==> config.mk <==
export PLATFORM = sky130hd
export DESIGN_NAME = rv64_instruction_decoder
export DESIGN_NICKNAME = d
export VERILOG_FILES = /design/src/hdl/rv64id_pkg.sv /design/src/hdl/rv64id_front.sv /design/src/hdl/rv64id_queue.sv /design/src/hdl/rv64id_back.sv /design/src/hdl/rv64_instruction_decoder.sv
export SDC_FILE = /design/constraint.sdc
export NUM_CORES = 1
export LEC_CHECK = 0
export BUFFER_PORTS_ARGS = -buffer_cell sky130_fd_sc_hd__buf_2
export CORE_AREA = 2 2 129 131
export CTS_BUF_LIST = sky130_fd_sc_hd__clkbuf_2
export DETAILED_ROUTE_END_ITERATION = 16
export DIE_AREA = 0 0 131 133
export PLACE_DENSITY = 0.73
export SETUP_SLACK_MARGIN = 0.02
export SLEW_MARGIN = 5
export SYNTH_ARGS = -nofsm -noshare
export SYNTH_HDL_FRONTEND = slang
export SYNTH_HIERARCHICAL = 1
export SYNTH_SLANG_ARGS = --single-unit
==> constraint.sdc <==
create_clock -name clk -period 18.9 [get_ports clk]
set_clock_uncertainty 0.1 [all_clocks]
set_input_delay 1.89 -clock clk [delete_from_list [all_inputs] [get_ports clk]]
set_output_delay 1.89 -clock clk [all_outputs]
set_load 0.02 [all_outputs]
==> src/hdl/rv64id_pkg.sv <==
// ----------------------------------------------------------------------------
// RV64 instruction decoder package
// Types, opcode and format codes, and queue sizing shared by the decoder.
// ----------------------------------------------------------------------------
`default_nettype none

package rv64id_pkg;

    localparam int QUEUE_DEPTH = 2;
    localparam int QUEUE_PTR_W = (QUEUE_DEPTH > 1) ? $clog2(QUEUE_DEPTH) : 1;
    localparam int QUEUE_CNT_W = $clog2(QUEUE_DEPTH + 1);

    localparam logic [6:0] OP_LAST = 7'd113;

    localparam logic [2:0] FMT_R  = 3'd0;
    localparam logic [2:0] FMT_R4 = 3'd1;
    localparam logic [2:0] FMT_I  = 3'd2;
    localparam logic [2:0] FMT_S  = 3'd3;
    localparam logic [2:0] FMT_B  = 3'd4;
    localparam logic [2:0] FMT_U  = 3'd5;
    localparam logic [2:0] FMT_J  = 3'd6;

    localparam logic [6:0] OPC_LOAD     = 7'h03;
    localparam logic [6:0] OPC_MISC_MEM = 7'h0F;
    localparam logic [6:0] OPC_OP_IMM   = 7'h13;
    localparam logic [6:0] OPC_AUIPC    = 7'h17;
    localparam logic [6:0] OPC_OP_IMM32 = 7'h1B;
    localparam logic [6:0] OPC_STORE    = 7'h23;
    localparam logic [6:0] OPC_FSTORE   = 7'h27;
    localparam logic [6:0] OPC_AMO      = 7'h2F;
    localparam logic [6:0] OPC_OP       = 7'h33;
    localparam logic [6:0] OPC_LUI      = 7'h37;
    localparam logic [6:0] OPC_OP32     = 7'h3B;
    localparam logic [6:0] OPC_MADD     = 7'h43;
    localparam logic [6:0] OPC_MSUB     = 7'h47;
    localparam logic [6:0] OPC_NMSUB    = 7'h4B;
    localparam logic [6:0] OPC_NMADD    = 7'h4F;
    localparam logic [6:0] OPC_OP_FP    = 7'h53;
    localparam logic [6:0] OPC_BRANCH   = 7'h63;
    localparam logic [6:0] OPC_JALR     = 7'h67;
    localparam logic [6:0] OPC_JAL      = 7'h6F;
    localparam logic [6:0] OPC_SYSTEM   = 7'h73;

    typedef enum logic [3:0] {
        CLS_NONE,
        CLS_OP_IMM,
        CLS_OP_IMM32,
        CLS_LOAD,
        CLS_OP_FP,
        CLS_AMO,
        CLS_OP32,
        CLS_OP,
        CLS_STORE,
        CLS_FSTORE,
        CLS_BRANCH,
        CLS_LUI,
        CLS_AUIPC,
        CLS_JAL
    } rv64id_class_t;

    typedef struct packed {
        logic [31:0]   word;
        logic [2:0]    fmt;
        rv64id_class_t cls;
    } rv64id_entry_t;

    typedef struct packed {
        logic          valid;
        rv64id_entry_t entry;
    } rv64id_slot_t;

endpackage

`default_nettype wire

==> src/hdl/rv64id_front.sv <==
// ----------------------------------------------------------------------------
// RV64 instruction decoder front end
// Classifies an incoming word by its major opcode into format and class.
// ----------------------------------------------------------------------------
`default_nettype none

module rv64id_front (
    input  wire logic                  instruction_valid,
    input  wire logic [31:0]           instruction,
    output rv64id_pkg::rv64id_slot_t   push
);

    logic [2:0]                fmt;
    rv64id_pkg::rv64id_class_t cls;

    always_comb
    begin
        fmt = rv64id_pkg::FMT_R;
        cls = rv64id_pkg::CLS_NONE;
        unique case (instruction[6:0])
            rv64id_pkg::OPC_OP_FP:
            begin
                fmt = rv64id_pkg::FMT_R;
                cls = rv64id_pkg::CLS_OP_FP;
            end
            rv64id_pkg::OPC_OP:
            begin
                fmt = rv64id_pkg::FMT_R;
                cls = rv64id_pkg::CLS_OP;
            end
            rv64id_pkg::OPC_OP32:
            begin
                fmt = rv64id_pkg::FMT_R;
                cls = rv64id_pkg::CLS_OP32;
            end
            rv64id_pkg::OPC_AMO:
            begin
                fmt = rv64id_pkg::FMT_R;
                cls = rv64id_pkg::CLS_AMO;
            end
            rv64id_pkg::OPC_MADD, rv64id_pkg::OPC_MSUB,
            rv64id_pkg::OPC_NMSUB, rv64id_pkg::OPC_NMADD:
            begin
                fmt = rv64id_pkg::FMT_R4;
            end
            rv64id_pkg::OPC_LOAD:
            begin
                fmt = rv64id_pkg::FMT_I;
                cls = rv64id_pkg::CLS_LOAD;
            end
            rv64id_pkg::OPC_OP_IMM:
            begin
                fmt = rv64id_pkg::FMT_I;
                cls = rv64id_pkg::CLS_OP_IMM;
            end
            rv64id_pkg::OPC_OP_IMM32:
            begin
                fmt = rv64id_pkg::FMT_I;
                cls = rv64id_pkg::CLS_OP_IMM32;
            end
            rv64id_pkg::OPC_MISC_MEM, rv64id_pkg::OPC_JALR, rv64id_pkg::OPC_SYSTEM:
            begin
                fmt = rv64id_pkg::FMT_I;
            end
            rv64id_pkg::OPC_STORE:
            begin
                fmt = rv64id_pkg::FMT_S;
                cls = rv64id_pkg::CLS_STORE;
            end
            rv64id_pkg::OPC_FSTORE:
            begin
                fmt = rv64id_pkg::FMT_S;
                cls = rv64id_pkg::CLS_FSTORE;
            end
            rv64id_pkg::OPC_BRANCH:
            begin
                fmt = rv64id_pkg::FMT_B;
                cls = rv64id_pkg::CLS_BRANCH;
            end
            rv64id_pkg::OPC_LUI:
            begin
                fmt = rv64id_pkg::FMT_U;
                cls = rv64id_pkg::CLS_LUI;
            end
            rv64id_pkg::OPC_AUIPC:
            begin
                fmt = rv64id_pkg::FMT_U;
                cls = rv64id_pkg::CLS_AUIPC;
            end
            rv64id_pkg::OPC_JAL:
            begin
                fmt = rv64id_pkg::FMT_J;
                cls = rv64id_pkg::CLS_JAL;
            end
            default:
            begin
                fmt = rv64id_pkg::FMT_R;
                cls = rv64id_pkg::CLS_NONE;
            end
        endcase
    end

    assign push.valid       = instruction_valid;
    assign push.entry.word  = instruction;
    assign push.entry.fmt   = fmt;
    assign push.entry.cls   = cls;

endmodule

`default_nettype wire

==> src/hdl/rv64id_queue.sv <==
// ----------------------------------------------------------------------------
// RV64 instruction decoder queue
// Short first-in first-out buffer between the front end and the back end.
// ----------------------------------------------------------------------------
`default_nettype none

module rv64id_queue (
    input  wire logic                clk,
    input  wire logic                rst_n,
    input  rv64id_pkg::rv64id_slot_t push,
    output logic                     full,
    output rv64id_pkg::rv64id_slot_t head,
    input  wire logic                pop
);

    rv64id_pkg::rv64id_entry_t              store_reg [rv64id_pkg::QUEUE_DEPTH];
    logic [rv64id_pkg::QUEUE_PTR_W-1:0]     wr_ptr_reg;
    logic [rv64id_pkg::QUEUE_PTR_W-1:0]     wr_ptr_next;
    logic [rv64id_pkg::QUEUE_PTR_W-1:0]     rd_ptr_reg;
    logic [rv64id_pkg::QUEUE_PTR_W-1:0]     rd_ptr_next;
    logic [rv64id_pkg::QUEUE_CNT_W-1:0]     count_reg;
    logic [rv64id_pkg::QUEUE_CNT_W-1:0]     count_next;
    logic                                   do_push;
    logic                                   do_pop;

    assign full       = (count_reg == rv64id_pkg::QUEUE_CNT_W'(rv64id_pkg::QUEUE_DEPTH));
    assign head.valid = (count_reg != '0);
    assign head.entry = store_reg[rd_ptr_reg];
    assign do_push    = push.valid && !full;
    assign do_pop     = pop && head.valid;

    always_comb
    begin
        wr_ptr_next = wr_ptr_reg;
        rd_ptr_next = rd_ptr_reg;
        count_next  = count_reg;
        if (do_push)
        begin
            if (wr_ptr_reg == rv64id_pkg::QUEUE_PTR_W'(rv64id_pkg::QUEUE_DEPTH - 1))
            begin
                wr_ptr_next = '0;
            end
            else
            begin
                wr_ptr_next = wr_ptr_reg + 1'b1;
            end
        end
        if (do_pop)
        begin
            if (rd_ptr_reg == rv64id_pkg::QUEUE_PTR_W'(rv64id_pkg::QUEUE_DEPTH - 1))
            begin
                rd_ptr_next = '0;
            end
            else
            begin
                rd_ptr_next = rd_ptr_reg + 1'b1;
            end
        end
        if (do_push && !do_pop)
        begin
            count_next = count_reg + 1'b1;
        end
        else if (do_pop && !do_push)
        begin
            count_next = count_reg - 1'b1;
        end
    end

    always_ff @(posedge clk or negedge rst_n)
    begin
        if (!rst_n)
        begin
            wr_ptr_reg <= '0;
            rd_ptr_reg <= '0;
            count_reg  <= '0;
        end
        else
        begin
            wr_ptr_reg <= wr_ptr_next;
            rd_ptr_reg <= rd_ptr_next;
            count_reg  <= count_next;
        end
    end

    always_ff @(posedge clk)
    begin
        if (do_push)
        begin
            store_reg[wr_ptr_reg] <= push.entry;
        end
    end

endmodule

`default_nettype wire

==> src/hdl/rv64id_back.sv <==
// ----------------------------------------------------------------------------
// RV64 instruction decoder back end
// Selects the operation number and immediate and holds the result register.
// ----------------------------------------------------------------------------
`default_nettype none

module rv64id_back (
    input  wire logic                clk,
    input  wire logic                rst_n,
    input  rv64id_pkg::rv64id_slot_t head,
    output logic                     pop,
    output logic                     result_valid,
    input  wire logic                result_stall,
    output logic                     illegal,
    output logic [2:0]               format,
    output logic [6:0]               operation,
    output logic [4:0]               dest_reg,
    output logic [4:0]               src_reg1,
    output logic [4:0]               src_reg2,
    output logic [4:0]               src_reg3,
    output logic [2:0]               funct3_field,
    output logic [6:0]               funct7_field,
    output logic signed [31:0]       immediate
);

    logic [31:0]        w;
    logic [2:0]         f3;
    logic [6:0]         f7;
    logic [4:0]         rs2;
    logic [4:0]         f5;
    logic [5:0]         f6;
    logic               ok;
    logic [6:0]         op;
    logic [6:0]         base;
    logic [6:0]         amo_base;
    logic               pair;
    logic [31:0]        imm;

    logic               valid_reg;
    logic               valid_next;
    logic               illegal_reg;
    logic [2:0]         format_reg;
    logic [6:0]         operation_reg;
    logic [31:0]        word_reg;
    logic [31:0]        imm_reg;

    assign w   = head.entry.word;
    assign f3  = w[14:12];
    assign f7  = w[31:25];
    assign rs2 = w[24:20];
    assign f5  = w[31:27];
    assign f6  = w[31:26];

    always_comb
    begin
        unique case (f3)
            3'd0:    base = 7'd80;
            3'd1:    base = 7'd83;
            3'd2:    base = 7'd85;
            3'd3:    base = 7'd87;
            3'd4:    base = 7'd89;
            3'd5:    base = 7'd91;
            3'd6:    base = 7'd94;
            default: base = 7'd96;
        endcase
        pair     = (f3 == 3'd0) || (f3 == 3'd5);
        amo_base = (f3 == 3'd2) ? 7'd48 : 7'd59;
    end

    always_comb
    begin
        ok = 1'b0;
        op = 7'd0;
        unique case (head.entry.cls)
            rv64id_pkg::CLS_OP_IMM:
            begin
                ok = 1'b1;
                unique case (f3)
                    3'd0: op = 7'd0;
                    3'd2: op = 7'd1;
                    3'd3: op = 7'd2;
                    3'd4: op = 7'd3;
                    3'd6: op = 7'd4;
                    3'd7: op = 7'd5;
                    3'd1:
                    begin
                        ok = (f6 == 6'h00);
                        op = 7'd6;
                    end
                    default:
                    begin
                        ok = (f6 == 6'h00) || (f6 == 6'h10);
                        op = (f6 == 6'h10) ? 7'd8 : 7'd7;
                    end
                endcase
            end
            rv64id_pkg::CLS_OP_IMM32:
            begin
                if (f3 == 3'd0)
                begin
                    ok = 1'b1;
                    op = 7'd9;
                end
                else if (f3 == 3'd1)
                begin
                    ok = (f7 == 7'h00);
                    op = 7'd10;
                end
                else if (f3 == 3'd5)
                begin
                    ok = (f7 == 7'h00) || (f7 == 7'h20);
                    op = (f7 == 7'h20) ? 7'd12 : 7'd11;
                end
            end
            rv64id_pkg::CLS_LOAD:
            begin
                ok = 1'b1;
                unique case (f3)
                    3'd0: op = 7'd13;
                    3'd1: op = 7'd14;
                    3'd2: op = 7'd15;
                    3'd4: op = 7'd16;
                    3'd5: op = 7'd17;
                    3'd6: op = 7'd18;
                    3'd3: op = 7'd19;
                    default: ok = 1'b0;
                endcase
            end
            rv64id_pkg::CLS_OP_FP:
            begin
                ok = 1'b1;
                unique case (f7)
                    7'h01: op = 7'd20;
                    7'h05: op = 7'd21;
                    7'h09: op = 7'd22;
                    7'h0D: op = 7'd23;
                    7'h2D: op = 7'd24;
                    7'h79: op = 7'd25;
                    7'h20:
                    begin
                        ok = (rs2 == 5'd1) || (rs2 == 5'd3);
                        op = (rs2 == 5'd1) ? 7'd26 : 7'd27;
                    end
                    7'h21:
                    begin
                        ok = (rs2 == 5'd0) || (rs2 == 5'd3);
                        op = (rs2 == 5'd0) ? 7'd28 : 7'd29;
                    end
                    7'h61:
                    begin
                        ok = (rs2[4:2] == 3'd0);
                        op = 7'd30 + {5'd0, rs2[1:0]};
                    end
                    7'h69:
                    begin
                        ok = (rs2[4:2] == 3'd0);
                        op = 7'd34 + {5'd0, rs2[1:0]};
                    end
                    7'h11:
                    begin
                        ok = (f3 < 3'd3);
                        op = 7'd38 + {4'd0, f3};
                    end
                    7'h15:
                    begin
                        ok = (f3 < 3'd2);
                        op = 7'd41 + {4'd0, f3};
                    end
                    7'h51:
                    begin
                        ok = (f3 < 3'd3);
                        op = 7'd45 - {4'd0, f3};
                    end
                    7'h71:
                    begin
                        ok = (f3 < 3'd2);
                        op = 7'd47 - {4'd0, f3};
                    end
                    default: ok = 1'b0;
                endcase
            end
            rv64id_pkg::CLS_AMO:
            begin
                ok = (f3 == 3'd2) || (f3 == 3'd3);
                unique case (f5)
                    5'd0:  op = amo_base + 7'd3;
                    5'd1:  op = amo_base + 7'd2;
                    5'd2:  op = amo_base;
                    5'd3:  op = amo_base + 7'd1;
                    5'd4:  op = amo_base + 7'd4;
                    5'd8:  op = amo_base + 7'd6;
                    5'd12: op = amo_base + 7'd5;
                    5'd16: op = amo_base + 7'd7;
                    5'd20: op = amo_base + 7'd8;
                    5'd24: op = amo_base + 7'd9;
                    5'd28: op = amo_base + 7'd10;
                    default: ok = 1'b0;
                endcase
            end
            rv64id_pkg::CLS_OP32:
            begin
                unique case (f3)
                    3'd0:
                    begin
                        ok = (f7 == 7'h00) || (f7 == 7'h20) || (f7 == 7'h01);
                        op = (f7 == 7'h00) ? 7'd70 : (f7 == 7'h20) ? 7'd71 : 7'd72;
                    end
                    3'd5:
                    begin
                        ok = (f7 == 7'h00) || (f7 == 7'h20) || (f7 == 7'h01);
                        op = (f7 == 7'h00) ? 7'd73 : (f7 == 7'h20) ? 7'd74 : 7'd75;
                    end
                    3'd1:
                    begin
                        ok = (f7 == 7'h00);
                        op = 7'd76;
                    end
                    3'd4:
                    begin
                        ok = (f7 == 7'h01);
                        op = 7'd77;
                    end
                    3'd6:
                    begin
                        ok = (f7 == 7'h01);
                        op = 7'd78;
                    end
                    3'd7:
                    begin
                        ok = (f7 == 7'h01);
                        op = 7'd79;
                    end
                    default: ok = 1'b0;
                endcase
            end
            rv64id_pkg::CLS_OP:
            begin
                if (f7 == 7'h00)
                begin
                    ok = 1'b1;
                    op = base;
                end
                else if (f7 == 7'h20)
                begin
                    ok = pair;
                    op = base + 7'd1;
                end
                else if (f7 == 7'h01)
                begin
                    ok = 1'b1;
                    op = pair ? base + 7'd2 : base + 7'd1;
                end
            end
            rv64id_pkg::CLS_STORE:
            begin
                ok = (f3 < 3'd4);
                op = 7'd98 + {4'd0, f3};
            end
            rv64id_pkg::CLS_FSTORE:
            begin
                ok = (f3 == 3'd2) || (f3 == 3'd3) || (f3 == 3'd4);
                op = 7'd100 + {4'd0, f3};
            end
            rv64id_pkg::CLS_BRANCH:
            begin
                ok = (f3 != 3'd2) && (f3 != 3'd3);
                op = (f3 < 3'd2) ? 7'd105 + {4'd0, f3} : 7'd103 + {4'd0, f3};
            end
            rv64id_pkg::CLS_LUI:
            begin
                ok = 1'b1;
                op = 7'd111;
            end
            rv64id_pkg::CLS_AUIPC:
            begin
                ok = 1'b1;
                op = 7'd112;
            end
            rv64id_pkg::CLS_JAL:
            begin
                ok = 1'b1;
                op = 7'd113;
            end
            default:
            begin
                ok = 1'b0;
                op = 7'd0;
            end
        endcase
    end

    always_comb
    begin
        unique case (head.entry.fmt)
            rv64id_pkg::FMT_I: imm = {{20{w[31]}}, w[31:20]};
            rv64id_pkg::FMT_S: imm = {{20{w[31]}}, w[31:25], w[11:7]};
            rv64id_pkg::FMT_B: imm = {{19{w[31]}}, w[31], w[7], w[30:25], w[11:8], 1'b0};
            rv64id_pkg::FMT_U: imm = {w[31:12], 12'd0};
            rv64id_pkg::FMT_J: imm = {{11{w[31]}}, w[31], w[19:12], w[20], w[30:21], 1'b0};
            default:           imm = 32'd0;
        endcase
    end

    assign pop = head.valid && (!valid_reg || !result_stall);

    always_comb
    begin
        valid_next = valid_reg;
        if (pop)
        begin
            valid_next = 1'b1;
        end
        else if (!result_stall)
        begin
            valid_next = 1'b0;
        end
    end

    always_ff @(posedge clk or negedge rst_n)
    begin
        if (!rst_n)
        begin
            valid_reg <= 1'b0;
        end
        else
        begin
            valid_reg <= valid_next;
        end
    end

    always_ff @(posedge clk)
    begin
        if (pop)
        begin
            illegal_reg   <= !ok;
            format_reg    <= head.entry.fmt;
            operation_reg <= ok ? op : 7'd0;
            word_reg      <= w;
            imm_reg       <= imm;
        end
    end

    assign result_valid = valid_reg;
    assign illegal      = illegal_reg;
    assign format       = format_reg;
    assign operation    = operation_reg;
    assign dest_reg     = word_reg[11:7];
    assign src_reg1     = word_reg[19:15];
    assign src_reg2     = word_reg[24:20];
    assign src_reg3     = word_reg[31:27];
    assign funct3_field = word_reg[14:12];
    assign funct7_field = word_reg[31:25];
    assign immediate    = imm_reg;

endmodule

`default_nettype wire

==> src/hdl/rv64_instruction_decoder.sv <==
// ----------------------------------------------------------------------------
// RV64 instruction decoder
// Decodes one RV64IMAD instruction word per transaction into a legality flag,
// format class, operation number, register and function fields, and the
// sign-extended immediate. The block accepts one transaction every clock
// cycle while the input is not stalled; the front end classifies the opcode
// into a two-entry queue, and the back end decodes the function fields into
// a result register. The input stalls only when the queue is full, which
// happens only after the output has been stalled.
// ----------------------------------------------------------------------------
`default_nettype none

module rv64_instruction_decoder (
    input  wire logic               clk,
    input  wire logic               rst_n,
    input  wire logic               instruction_valid,
    output logic                    instruction_stall,
    input  wire logic [31:0]        instruction,
    output logic                    result_valid,
    input  wire logic               result_stall,
    output logic                    illegal,
    output logic [2:0]              format,
    output logic [6:0]              operation,
    output logic [4:0]              dest_reg,
    output logic [4:0]              src_reg1,
    output logic [4:0]              src_reg2,
    output logic [4:0]              src_reg3,
    output logic [2:0]              funct3_field,
    output logic [6:0]              funct7_field,
    output logic signed [31:0]      immediate
);

    rv64id_pkg::rv64id_slot_t push;
    rv64id_pkg::rv64id_slot_t head;
    logic                     pop;
    logic                     full;

    rv64id_front u_front (
        .instruction_valid (instruction_valid),
        .instruction       (instruction),
        .push              (push)
    );

    rv64id_queue u_queue (
        .clk   (clk),
        .rst_n (rst_n),
        .push  (push),
        .full  (full),
        .head  (head),
        .pop   (pop)
    );

    rv64id_back u_back (
        .clk          (clk),
        .rst_n        (rst_n),
        .head         (head),
        .pop          (pop),
        .result_valid (result_valid),
        .result_stall (result_stall),
        .illegal      (illegal),
        .format       (format),
        .operation    (operation),
        .dest_reg     (dest_reg),
        .src_reg1     (src_reg1),
        .src_reg2     (src_reg2),
        .src_reg3     (src_reg3),
        .funct3_field (funct3_field),
        .funct7_field (funct7_field),
        .immediate    (immediate)
    );

    assign instruction_stall = full;

endmodule

`default_nettype wire

==> run metrics <==
internal power ~0.00083 W; Psw 0.0007394 W; cts-stage hold buffer count 0; max FFs per register 64; Clk Latency, worst-skew pair 710 ps; logic gate share of total power 56.0%; Critical Path Fanout Max 30; Setup Viol. Count Final 0; vias in the first global route roughly 6000; Slew Viols, Final 0; routed len/inst between 20 and 25 um; CTS tree done; Fin Setup TNS 0 ps; Core ar. between 0.015 and 0.02 mm2; initial antenna violation count 1; Multi-input gate area 0.003441 mm2; htree depth 4; vias ~6200; fraction of layout cells with a size suffix above 1 a little over a quarter; Max-Cap Viols 0; Critical Path Source Type flop; number of setup buffers added after CTS 0; via density per instance ~6.3; pwr/cell area about 180 mW/mm2; total track usage between 20% and 30%; die area between 0.015 and 0.02 mm2; Clock transition at path regs roughly 230 ps; CTS Buffer Depth 2; Final Critical Period about 4300 ps; grt total ovfl 0; overall power 0.001565 W; Hold Violations, Final 0; GP Congestion between 0.9 and 1; CTS sink cnt between 100 and 150; final worst path period share a little under a quarter; status finished clean; global-route wire length before repair between 30000 and 40000 um; CTS resizes 0; DRC 0; Starting Density between 50% and 60%; Required @ worst endpoint roughly 19000 ps; Post-DRT Antenna Nets 0; Root Driver clkbuf_2; FMAX roughly 0.23 GHz; Arrival @ worst endpoint about 4700 ps; Mapped Avg Cell Area 11.41 um2; P_leak 3.283 nW; Mapped Nets 767; instance count of the mapped netlist between 700 and 800; IO Port Bufs 110; sequential share of power between 30% and 40%; worst min-delay path category reg2reg; CTS Buf Count 17; Nets 822; maximum VDD drop 106.1 uV; Die Span X roughly 130 um; fill count about 1400; Post-DP HPWL roughly 15000 um; YS warnings 6; Mapped Area 0.008090 mm2; unrepaired setup endpoints after global routing false; Core Util, Final a little over half; worst slew pin tran around 950 ps; Post-Route WL approximately 21000 um; I/O pin cnt about 110; Worst slew margin 36.43%; TritonRoute pass-1 iters 6; area grow syn2layout 7.408%; 1st-iter DRT viols 748; Crit Path Category reg2reg; Crit. End Element flop; largest net degree at the start of global routing 70; Die Y-Extent 133 um; FF/Latch Area just over 0.004 mm2; FP Rows 47; Clock power frac 10.7%; Switching Share between 40% and 50%
-- per-stage QoR --
step                      cells  hold slack (ps)  worst slack [ps]  instance area (um2)
after floorplan             709            356.4             10840                 8090
after global placement      965            371.0             14780                 8461
after detailed placement    965            396.8             14670                 8461
after CTS                   997            421.6             14670                 8687
after global routing        998            431.3             14400                 8690
final                       998            416.6             14610                 8690
-- critical path, stage by stage (launching register included) --
cell and delay, ps:
dfrtp_1 400, mux2_2 560, inv_1 340, ha_1 270, nor2b_1 560, inv_2 280
ha_1 310, fa_1 470, a222oi_1 340, nor2_1 70, o41a_1 390
-- power groups by stage --
stage	Clock (W)	Combinational, W	Sequential [W]
floorplan	0	0.000548	0.000631
global placement	0	0.000851	0.000526
detailed placement	0	0.000858	0.000530
CTS	0.000173	0.000864	0.000522
global route	0.000184	0.000941	0.000532
finish	0.000168	0.000877	0.000521
-- final timing paths --
path                                       from                    to  slack (ps)  cells past startpoint
max                          u_queue/rd_ptr_reg   u_back/operation[3]       14610                     10
max in group asynchronous                 rst_n    u_queue/rd_ptr_reg       17660                      1
max reg2reg                  u_queue/rd_ptr_reg   u_back/operation[3]       14610                     10
min in group asynchronous                 rst_n   u_back/result_valid         880                      1
min reg2reg                u_queue/count_reg[1]  u_queue/count_reg[1]         420                      1
min                        u_queue/count_reg[1]  u_queue/count_reg[1]         420                      1
-- area by class of cell --
cell class                 instances  area share [%]
tap                              220           3.168
sequential                       137           47.06
antenna                            1         0.02880
timing repair buffer             113           6.595
multi-input combinational        473           39.60
clock buffer                      17          0.9791
inverter                          22          0.9503
clock inverter                    15           1.627
-- cells in the final DEF (no fill, tap or decap), types with 4 or more instances in the layout --
master and instances:
a21oi_1 38, inv_2 4, clkbuf_2 17, and2_1 11, nor3_1 18, nor2_1 42
a22oi_1 5, o31a_1 6, ha_1 21, inv_1 18, nand2b_1 20, o31ai_1 5
buf_2 110, nand4b_1 4, a22o_1 5, a211o_1 4, nor3b_1 4, edfxtp_1 132
nand2_1 36, o22ai_1 14, o21ai_1 4, a211oi_1 6, a31oi_1 13, dfrtp_1 5
xor2_1 6, xnor2_1 10, and3_1 4, o21bai_1 4, o211ai_1 5, o2111ai_1 4
o311ai_1 4, mux2i_1 5, a21o_1 16, mux2_2 34, nand3_1 12, nor2b_1 12
o21ai_0 19
-- layer usage --
layer  wire length (um)  global-route usage [%]  vias up
met2              10110                   38.69      357
met4                568                   9.574        0
met3               1533                   4.610       52
met1               8589                   32.56     3041
li1                   -                       -     2798
met5                  0                       0        -
No activity file was read; power rests on OpenSTA's default activity.
